### config.mk
export PLATFORM = sky130hd
export DESIGN_NAME = sorted_set_insert_delete_unit
export DESIGN_NICKNAME = d
export VERILOG_FILES = /design/src/ssid_pkg.sv /design/src/ssid_cell.sv /design/src/sorted_set_insert_delete_unit.sv
export SDC_FILE = /design/constraint.sdc
export NUM_CORES = 2
export LEC_CHECK = 0
export ABC_AREA = 1
export BUFFER_PORTS_ARGS = -buffer_cell sky130_fd_sc_hd__buf_2
export CAP_MARGIN = 20
export CORE_MARGIN = 1
export CORE_UTILIZATION = 55
export CTS_BUF_LIST = sky130_fd_sc_hd__clkbuf_8
export DETAILED_ROUTE_END_ITERATION = 6
export PLACE_DENSITY = 0.71
export SETUP_SLACK_MARGIN = 0.15
export SYNTH_ARGS = -nofsm -noshare
export SYNTH_HDL_FRONTEND = slang
export SYNTH_HIERARCHICAL = 1
export SYNTH_SLANG_ARGS = --single-unit
export TNS_END_PERCENT = 1
### constraint.sdc
create_clock -name clock -period 11.5 [get_ports clock]
set_input_delay 1.15 -clock clock [delete_from_list [all_inputs] [get_ports clock]]
set_output_delay 1.15 -clock clock [all_outputs]
set_load 0.1 [all_outputs]
### src/ssid_pkg.sv
// Package for the sorted set insert/delete unit.
// Holds the operation and status codes and the structs passed between the top level
// and the compare-and-shift cells. It depends on nothing else.
`default_nettype none

package ssid_pkg;

   localparam logic OP_INSERT = 1'b0;
   localparam logic OP_DELETE = 1'b1;

   localparam logic [2:0] ST_INSERTED  = 3'd0;
   localparam logic [2:0] ST_DUPLICATE = 3'd1;
   localparam logic [2:0] ST_DELETED   = 3'd2;
   localparam logic [2:0] ST_NOT_FOUND = 3'd3;
   localparam logic [2:0] ST_FULL      = 3'd4;

   localparam int KeyW = 32;

   typedef struct packed {
      logic do_insert;
      logic do_delete;
   } cell_ctrl_type;

   typedef struct packed {
      logic lt;
      logic eq;
   } cell_flags_type;

endpackage

`default_nettype wire

### src/ssid_cell.sv
// One compare-and-shift cell of the sorted set unit: holds one key.
// It compares its key with the pending key and takes its neighbor's key on a shift.
// It depends on ssid_pkg.
`default_nettype none

module ssid_cell (
   input  wire logic                          clock,
   input  wire logic                          occupied,
   input  wire logic signed [31:0]            item_key,
   input  wire ssid_pkg::cell_ctrl_type       ctrl,
   input  wire logic                          prev_lt,
   input  wire logic signed [31:0]            prev_key,
   input  wire logic signed [31:0]            next_key,
   output      ssid_pkg::cell_flags_type      flags,
   output      logic signed [31:0]            key
);
   import ssid_pkg::*;

   logic signed [KeyW-1:0] key_ff;
   logic signed [KeyW-1:0] key_in;

   always_comb begin
      flags.lt = occupied && (key_ff < item_key);
      flags.eq = occupied && (key_ff == item_key);
   end

   always_comb begin
      key_in = key_ff;
      if (ctrl.do_insert && !flags.lt) begin
         key_in = prev_lt ? item_key : prev_key;
      end else if (ctrl.do_delete && !flags.lt) begin
         key_in = next_key;
      end
   end

   always_ff @(posedge clock) begin
      key_ff <= key_in;
   end

   assign key = key_ff;

endmodule

`default_nettype wire

### src/sorted_set_insert_delete_unit.sv
// Sorted set insert/delete unit: a row of CAPACITY compare-and-shift cells keeps the keys in order.
// A request waits in the item registers and is applied, its result going to the result register,
// once the result register is free. Throughput, while rsp_ready holds: one operation per cycle;
// every cell compares and shifts in the same cycle.
// Reset (synchronous, active high) empties the set and clears both channel valids.
// Depends on ssid_pkg and ssid_cell.
`default_nettype none

module sorted_set_insert_delete_unit #(
   parameter int CAPACITY = 16
) (
   input  wire logic               clock,
   input  wire logic               reset,
   input  wire logic               req_valid,
   output      logic               req_ready,
   input  wire logic               req_opcode,
   input  wire logic signed [31:0] req_value,
   output      logic               rsp_valid,
   input  wire logic               rsp_ready,
   output      logic [2:0]         rsp_status,
   output      logic [3:0]         rsp_position,
   output      logic [4:0]         rsp_count
);
   import ssid_pkg::*;

   localparam int PosW = (CAPACITY > 1) ? $clog2(CAPACITY) : 1;
   localparam int CntW = $clog2(CAPACITY + 1);

   logic                   item_valid_ff;
   logic                   item_valid_in;
   logic                   item_op_ff;
   logic signed [KeyW-1:0] item_key_ff;
   logic [CntW-1:0]        count_ff;
   logic [CntW-1:0]        count_in;

   logic                   rsp_valid_ff;
   logic                   rsp_valid_in;
   logic [2:0]             rsp_status_ff;
   logic [2:0]             rsp_status_in;
   logic [3:0]             rsp_position_ff;
   logic [3:0]             rsp_position_in;
   logic [4:0]             rsp_count_ff;
   logic [4:0]             rsp_count_in;

   logic                   apply_fire;
   logic                   req_fire;
   logic                   present;
   logic                   full;
   logic [PosW-1:0]        pos_idx;
   logic [31:0]            pos_ext;
   logic [31:0]            cnt_ext;
   cell_ctrl_type          ctrl;

   cell_flags_type         flags [CAPACITY];
   logic signed [KeyW-1:0] keys [CAPACITY];
   logic [CAPACITY-1:0]    lt_vec;
   logic [CAPACITY-1:0]    eq_vec;
   logic [CAPACITY-1:0]    boundary;

   genvar g;
   generate
      for (g = 0; g < CAPACITY; g++) begin : g_cell
         logic                   occupied;
         logic                   prev_lt;
         logic signed [KeyW-1:0] prev_key;
         logic signed [KeyW-1:0] next_key;

         assign occupied = count_ff > CntW'(g);
         if (g == 0) begin : g_first
            assign prev_lt  = 1'b1;
            assign prev_key = item_key_ff;
         end else begin : g_inner
            assign prev_lt  = lt_vec[g-1];
            assign prev_key = keys[g-1];
         end
         if (g == CAPACITY - 1) begin : g_last
            assign next_key = keys[g];
         end else begin : g_mid
            assign next_key = keys[g+1];
         end

         ssid_cell u_cell (
            .clock    (clock),
            .occupied (occupied),
            .item_key (item_key_ff),
            .ctrl     (ctrl),
            .prev_lt  (prev_lt),
            .prev_key (prev_key),
            .next_key (next_key),
            .flags    (flags[g]),
            .key      (keys[g])
         );

         assign lt_vec[g]   = flags[g].lt;
         assign eq_vec[g]   = flags[g].eq;
         assign boundary[g] = !flags[g].lt && prev_lt;
      end
   endgenerate

   assign apply_fire = item_valid_ff && (!rsp_valid_ff || rsp_ready);
   assign req_ready  = !item_valid_ff || apply_fire;
   assign req_fire   = req_valid && req_ready;
   assign present    = |eq_vec;
   assign full       = count_ff == CntW'(CAPACITY);

   always_comb begin
      pos_idx = '0;
      for (int i = 0; i < CAPACITY; i++) begin
         if (boundary[i]) begin
            pos_idx = pos_idx | PosW'(i);
         end
      end
   end

   always_comb begin
      ctrl.do_insert = apply_fire && (item_op_ff == OP_INSERT) && !present && !full;
      ctrl.do_delete = apply_fire && (item_op_ff == OP_DELETE) && present;
   end

   always_comb begin
      count_in      = count_ff;
      rsp_status_in = ST_NOT_FOUND;
      pos_ext       = '0;
      priority if (item_op_ff == OP_INSERT && present) begin
         rsp_status_in = ST_DUPLICATE;
      end else if (item_op_ff == OP_INSERT && full) begin
         rsp_status_in = ST_FULL;
      end else if (item_op_ff == OP_INSERT) begin
         rsp_status_in = ST_INSERTED;
         pos_ext       = 32'(pos_idx);
         count_in      = count_ff + CntW'(1);
      end else if (present) begin
         rsp_status_in = ST_DELETED;
         pos_ext       = 32'(pos_idx);
         count_in      = count_ff - CntW'(1);
      end else begin
         rsp_status_in = ST_NOT_FOUND;
      end
      cnt_ext         = 32'(count_in);
      rsp_position_in = pos_ext[3:0];
      rsp_count_in    = cnt_ext[4:0];
   end

   always_comb begin
      item_valid_in = item_valid_ff;
      if (req_fire) begin
         item_valid_in = 1'b1;
      end else if (apply_fire) begin
         item_valid_in = 1'b0;
      end
      rsp_valid_in = rsp_valid_ff;
      if (apply_fire) begin
         rsp_valid_in = 1'b1;
      end else if (rsp_ready) begin
         rsp_valid_in = 1'b0;
      end
   end

   always_ff @(posedge clock) begin
      if (reset) begin
         item_valid_ff <= 1'b0;
         rsp_valid_ff  <= 1'b0;
         count_ff      <= '0;
      end else begin
         item_valid_ff <= item_valid_in;
         rsp_valid_ff  <= rsp_valid_in;
         if (apply_fire) begin
            count_ff <= count_in;
         end
      end
   end

   always_ff @(posedge clock) begin
      if (req_fire) begin
         item_op_ff  <= req_opcode;
         item_key_ff <= req_value;
      end
      if (apply_fire) begin
         rsp_status_ff   <= rsp_status_in;
         rsp_position_ff <= rsp_position_in;
         rsp_count_ff    <= rsp_count_in;
      end
   end

   assign rsp_valid    = rsp_valid_ff;
   assign rsp_status   = rsp_status_ff;
   assign rsp_position = rsp_position_ff;
   assign rsp_count    = rsp_count_ff;

endmodule

`default_nettype wire

==> results.json <==
{
  "die-area_mm2": 0.08251,
  "timing.final.hold_violations": 0,
  "synth_area_mm2": 0.04475,
  "finalCritPeriodShare": 0.5065,
  "pwr_density_cell_mw_per_mm2": 114.8,
  "buffer_ports.inserted": 50,
  "clock_buffer_count_from_cts": 103,
  "synth_top_area_frac": 0.3738,
  "clk_root_buffer_cell": "clkbuf_8",
  "layout.area.seq_mm2": 0.01687,
  "all_layer_global_routing_usage": 0.2829,
  "timing.critical_path.from_type": "flop",
  "detail-route-antenna-nets": 0,
  "timing.clock.skew_ns": 0.04882,
  "clkSlewWorstSetupHoldPaths_ns": 0.06,
  "post_drt_wl_per_cell_um": 16.90,
  "remaining_drc_errors": 0,
  "cpPeakStageDelay_ns": 0.93,
  "yosys.area.top_type": "edfxtp_1",
  "fp.dieW_um": 287.3,
  "insertion_delay_ns": 0.75,
  "syn_area_per_cell_um2": 7.568,
  "grt_antenna_before_repair": 2,
  "synth_ff_type": "edfxtp_1",
  "yosysWarningCount": 6,
  "arrival_time_of_data_at_the_critical_path_endpoint_ns": 6.19,
  "timing.setup.tns_ns": 0,
  "result_of_the_run": "completed",
  "slew_headroom": 0.1940,
  "vias_in_the_first_global_route": 37720,
  "place.detailed.hpwl_mm": 86.09,
  "leftover_overflow_at_the_end_of_global_routing": 0,
  "clock_tree_from_tritoncts": "built",
  "synth.ff_latch_count": 564,
  "critical_path.most_common_cell": "nor2_1",
  "count_of_unique_library_cells_instantiated_by_yosys": 43,
  "synth_enable_flop_cells": 557,
  "postLayoutCoreUtil": 0.5839,
  "ioPinCount": 51,
  "r2r_setup_slack_ns": 5.68,
  "clock_tree.htree_level_count": 3,
  "combined_area_of_the_multi_input_logic_cells_mm2": 0.02382,
  "timing.critical_path.slowest_stage_cell": "edfxtp_1",
  "rows": 104,
  "fp.coreArea_mm2": 0.08055,
  "dr_total_vias": 38770,
  "initial_core_util": 0.5556,
  "numClockSinks": 564,
  "power.total_mw": 5.399,
  "power.leakage_nw": 23.42,
  "max_slew.worst_pin.slew_ns": 1.209,
  "synthArstFlopShare": 0,
  "final.min_clock_period_ns": 5.825,
  "postPlaceCellArea_mm2": 0.04517,
  "postCtsHoldBufs": 0,
  "cts_resized": 0,
  "maximum_frequency_from_static_timing_analysis_ghz": 0.1717,
  "worstHoldPathType": "reg -> reg",
  "area_growth_pct": 5.100,
  "crit_path_max_fanout": 212,
  "cts_setup_buffers": 0,
  "viasPerCell": 5.555,
  "gpl.final_weighted_congestion": 0.8923,
  "peakVddDrop_mv": 0.1278,
  "syn-instance-count": 5913,
  "critical_path_class": "reg -> reg",
  "grt_setup_unrepaired": "no",
  "critical_path_sink_type": "flop",
  "timing.critical_path.cells": "inv_1 -> ha_1 -> nand2_1 -> nor2_1 -> nand4_1 -> nor2_1 -> and3_1 -> nor2_1 -> nand2_1 -> nor2_4 -> nand2_4 -> nor4_2 -> buf_12 -> buf_4 -> nor2_1 -> nor2_2 -> buf_4",
  "dieHeight_um": 287.3,
  "slew_viol_final": 0,
  "grt_start_max_net_pins": 213,
  "postRouteWirelength_mm": 118.0,
  "grt_first_pass_wirelength_mm": 190.6,
  "ys_seq_area_frac": 0.3769,
  "holdWs_ns": 0.5086,
  "syn_nets": 6467,
  "iteration_0_drc_count_of_the_detailed_router": 3698,
  "finalSetupViolations": 0,
  "layout_cell_share_with_drive_strength_beyond_1": 0.05626,
  "nNetsFinal": 6389,
  "required_ns": 11.87,
  "synth.top_cells.by_area": "edfxtp_1 37%, ha_1 14%, nand2_1 14%",
  "drv_cap": 0,
  "num-fill-cells": 7418,
  "dr.pass1.iters": 6,
  "stdcell_area_mm2": 0.04703,
  "clockBufferDepth": 3
}
==> area by class of cell <==
| class | count | share of cell area |
|---|---|---|
| flip-flops and latches | 564 | 0.3586 |
| multi-input cells | 4386 | 0.5064 |
| repair buffers | 91 | 0.01266 |
| clock inverters | 79 | 0.006943 |
| well taps | 1060 | 0.02820 |
| clock buffers | 110 | 0.03219 |
| inverters | 689 | 0.05499 |
| diodes | 1 | 0.00005320 |
==> per-stage QoR <==
stage	std cells	setup slack, ns
final	6980	5.675
after global routing	6980	5.332
after CTS	6978	5.769
after detailed placement	6789	5.776
after global placement	6789	5.911
after floorplan	5913	6.371
==> kinds of logic (layout without fill, tap and decap cells) <==
group	Yosys count	in the layout	synth area share
fa+ha+maj	517	517	0.1445
simple gates	3023	3023	0.2857
flops	564	564	0.3769
mux	16	16	0.004026
compound gates	829	829	0.09609
other cells	1	2	0.00008380
buf+inv	963	969	0.09263
==> cell usage in the layout, fill, tap and decap left out, types with 17 or more instances in the layout <==
cell      count
clkinv_1     30
ha_1        517
nand2_4      17
nand4_1      35
o21a_1       33
buf_2        50
clkbuf_8    110
nand2_1    1635
inv_2        19
edfxtp_1    557
a21oi_1     727
nand3_1     570
inv_1       705
buf_4        38
nor3_1       35
o21ai_0      41
nor2_1      650
==> power by group <==
group / total (mW) / switching (mW) / internal [mW]
clock network: 1.78 / 0.906 / 0.877
registers: 2.47 / 0.103 / 2.37
logic: 1.14 / 0.783 / 0.357
==> per-layer routing <==
| metal | wire length, um | global-route usage | vias up |
|---|---|---|---|
| li1 | - | - | 19500 |
| met1 | 50620 | 0.3624 | 17800 |
| met2 | 55710 | 0.4828 | 1234 |
| met3 | 7189 | 0.03619 | 238 |
| met4 | 4450 | 0.1125 | 2 |
| met5 | 13 | 0 | - |
==> flip-flops by register name, summed over array words and instances (netlist names), 3 cells and up <==
name               cells
g_cell.u_cell/key    512
rsp_position           4
count_ff               5
rsp_status             3
g_cell.prev_key       32
rsp_count              5
==> worst max-delay path, delay by kind of cell (launching register included) <==
kind                     cells  cell delay [ns]
adder cells (fa/ha/maj)      1             0.36
flip-flops                   1             0.93
buffers and inverters        4             1.92
AND/OR/NAND/NOR             12             1.90
==> worst paths after layout <==
check | startpoint | end | cells past startpoint
hold reg to reg | rsp_valid$_SDFFE_PP0P_ | rsp_valid$_SDFFE_PP0P_ | 2
setup reg to reg | g_cell[0].prev_key[23]$_DFFE_PP_ | g_cell[6].u_cell/key[24]$_DFFE_PP_ | 17
setup / recovery | g_cell[0].prev_key[23]$_DFFE_PP_ | g_cell[6].u_cell/key[24]$_DFFE_PP_ | 17
hold / removal | rsp_valid$_SDFFE_PP0P_ | rsp_valid$_SDFFE_PP0P_ | 2
==> cells in the mapped netlist (all sizes together) (3+ instances only) <==
cell type  count
nand2       1655
a21oi        728
inv          688
nor2         670
nand3        587
edfxtp       557
ha           517
clkbuf       160
buf          114
o21ai         43
nor3          38
nand4         36
o21a          33
nor4          17
a21o          16
and3          16
mux2          16
dfxtp          7
or2            4
a31oi          3
Note: power is estimated with default switching activity, not from simulation.
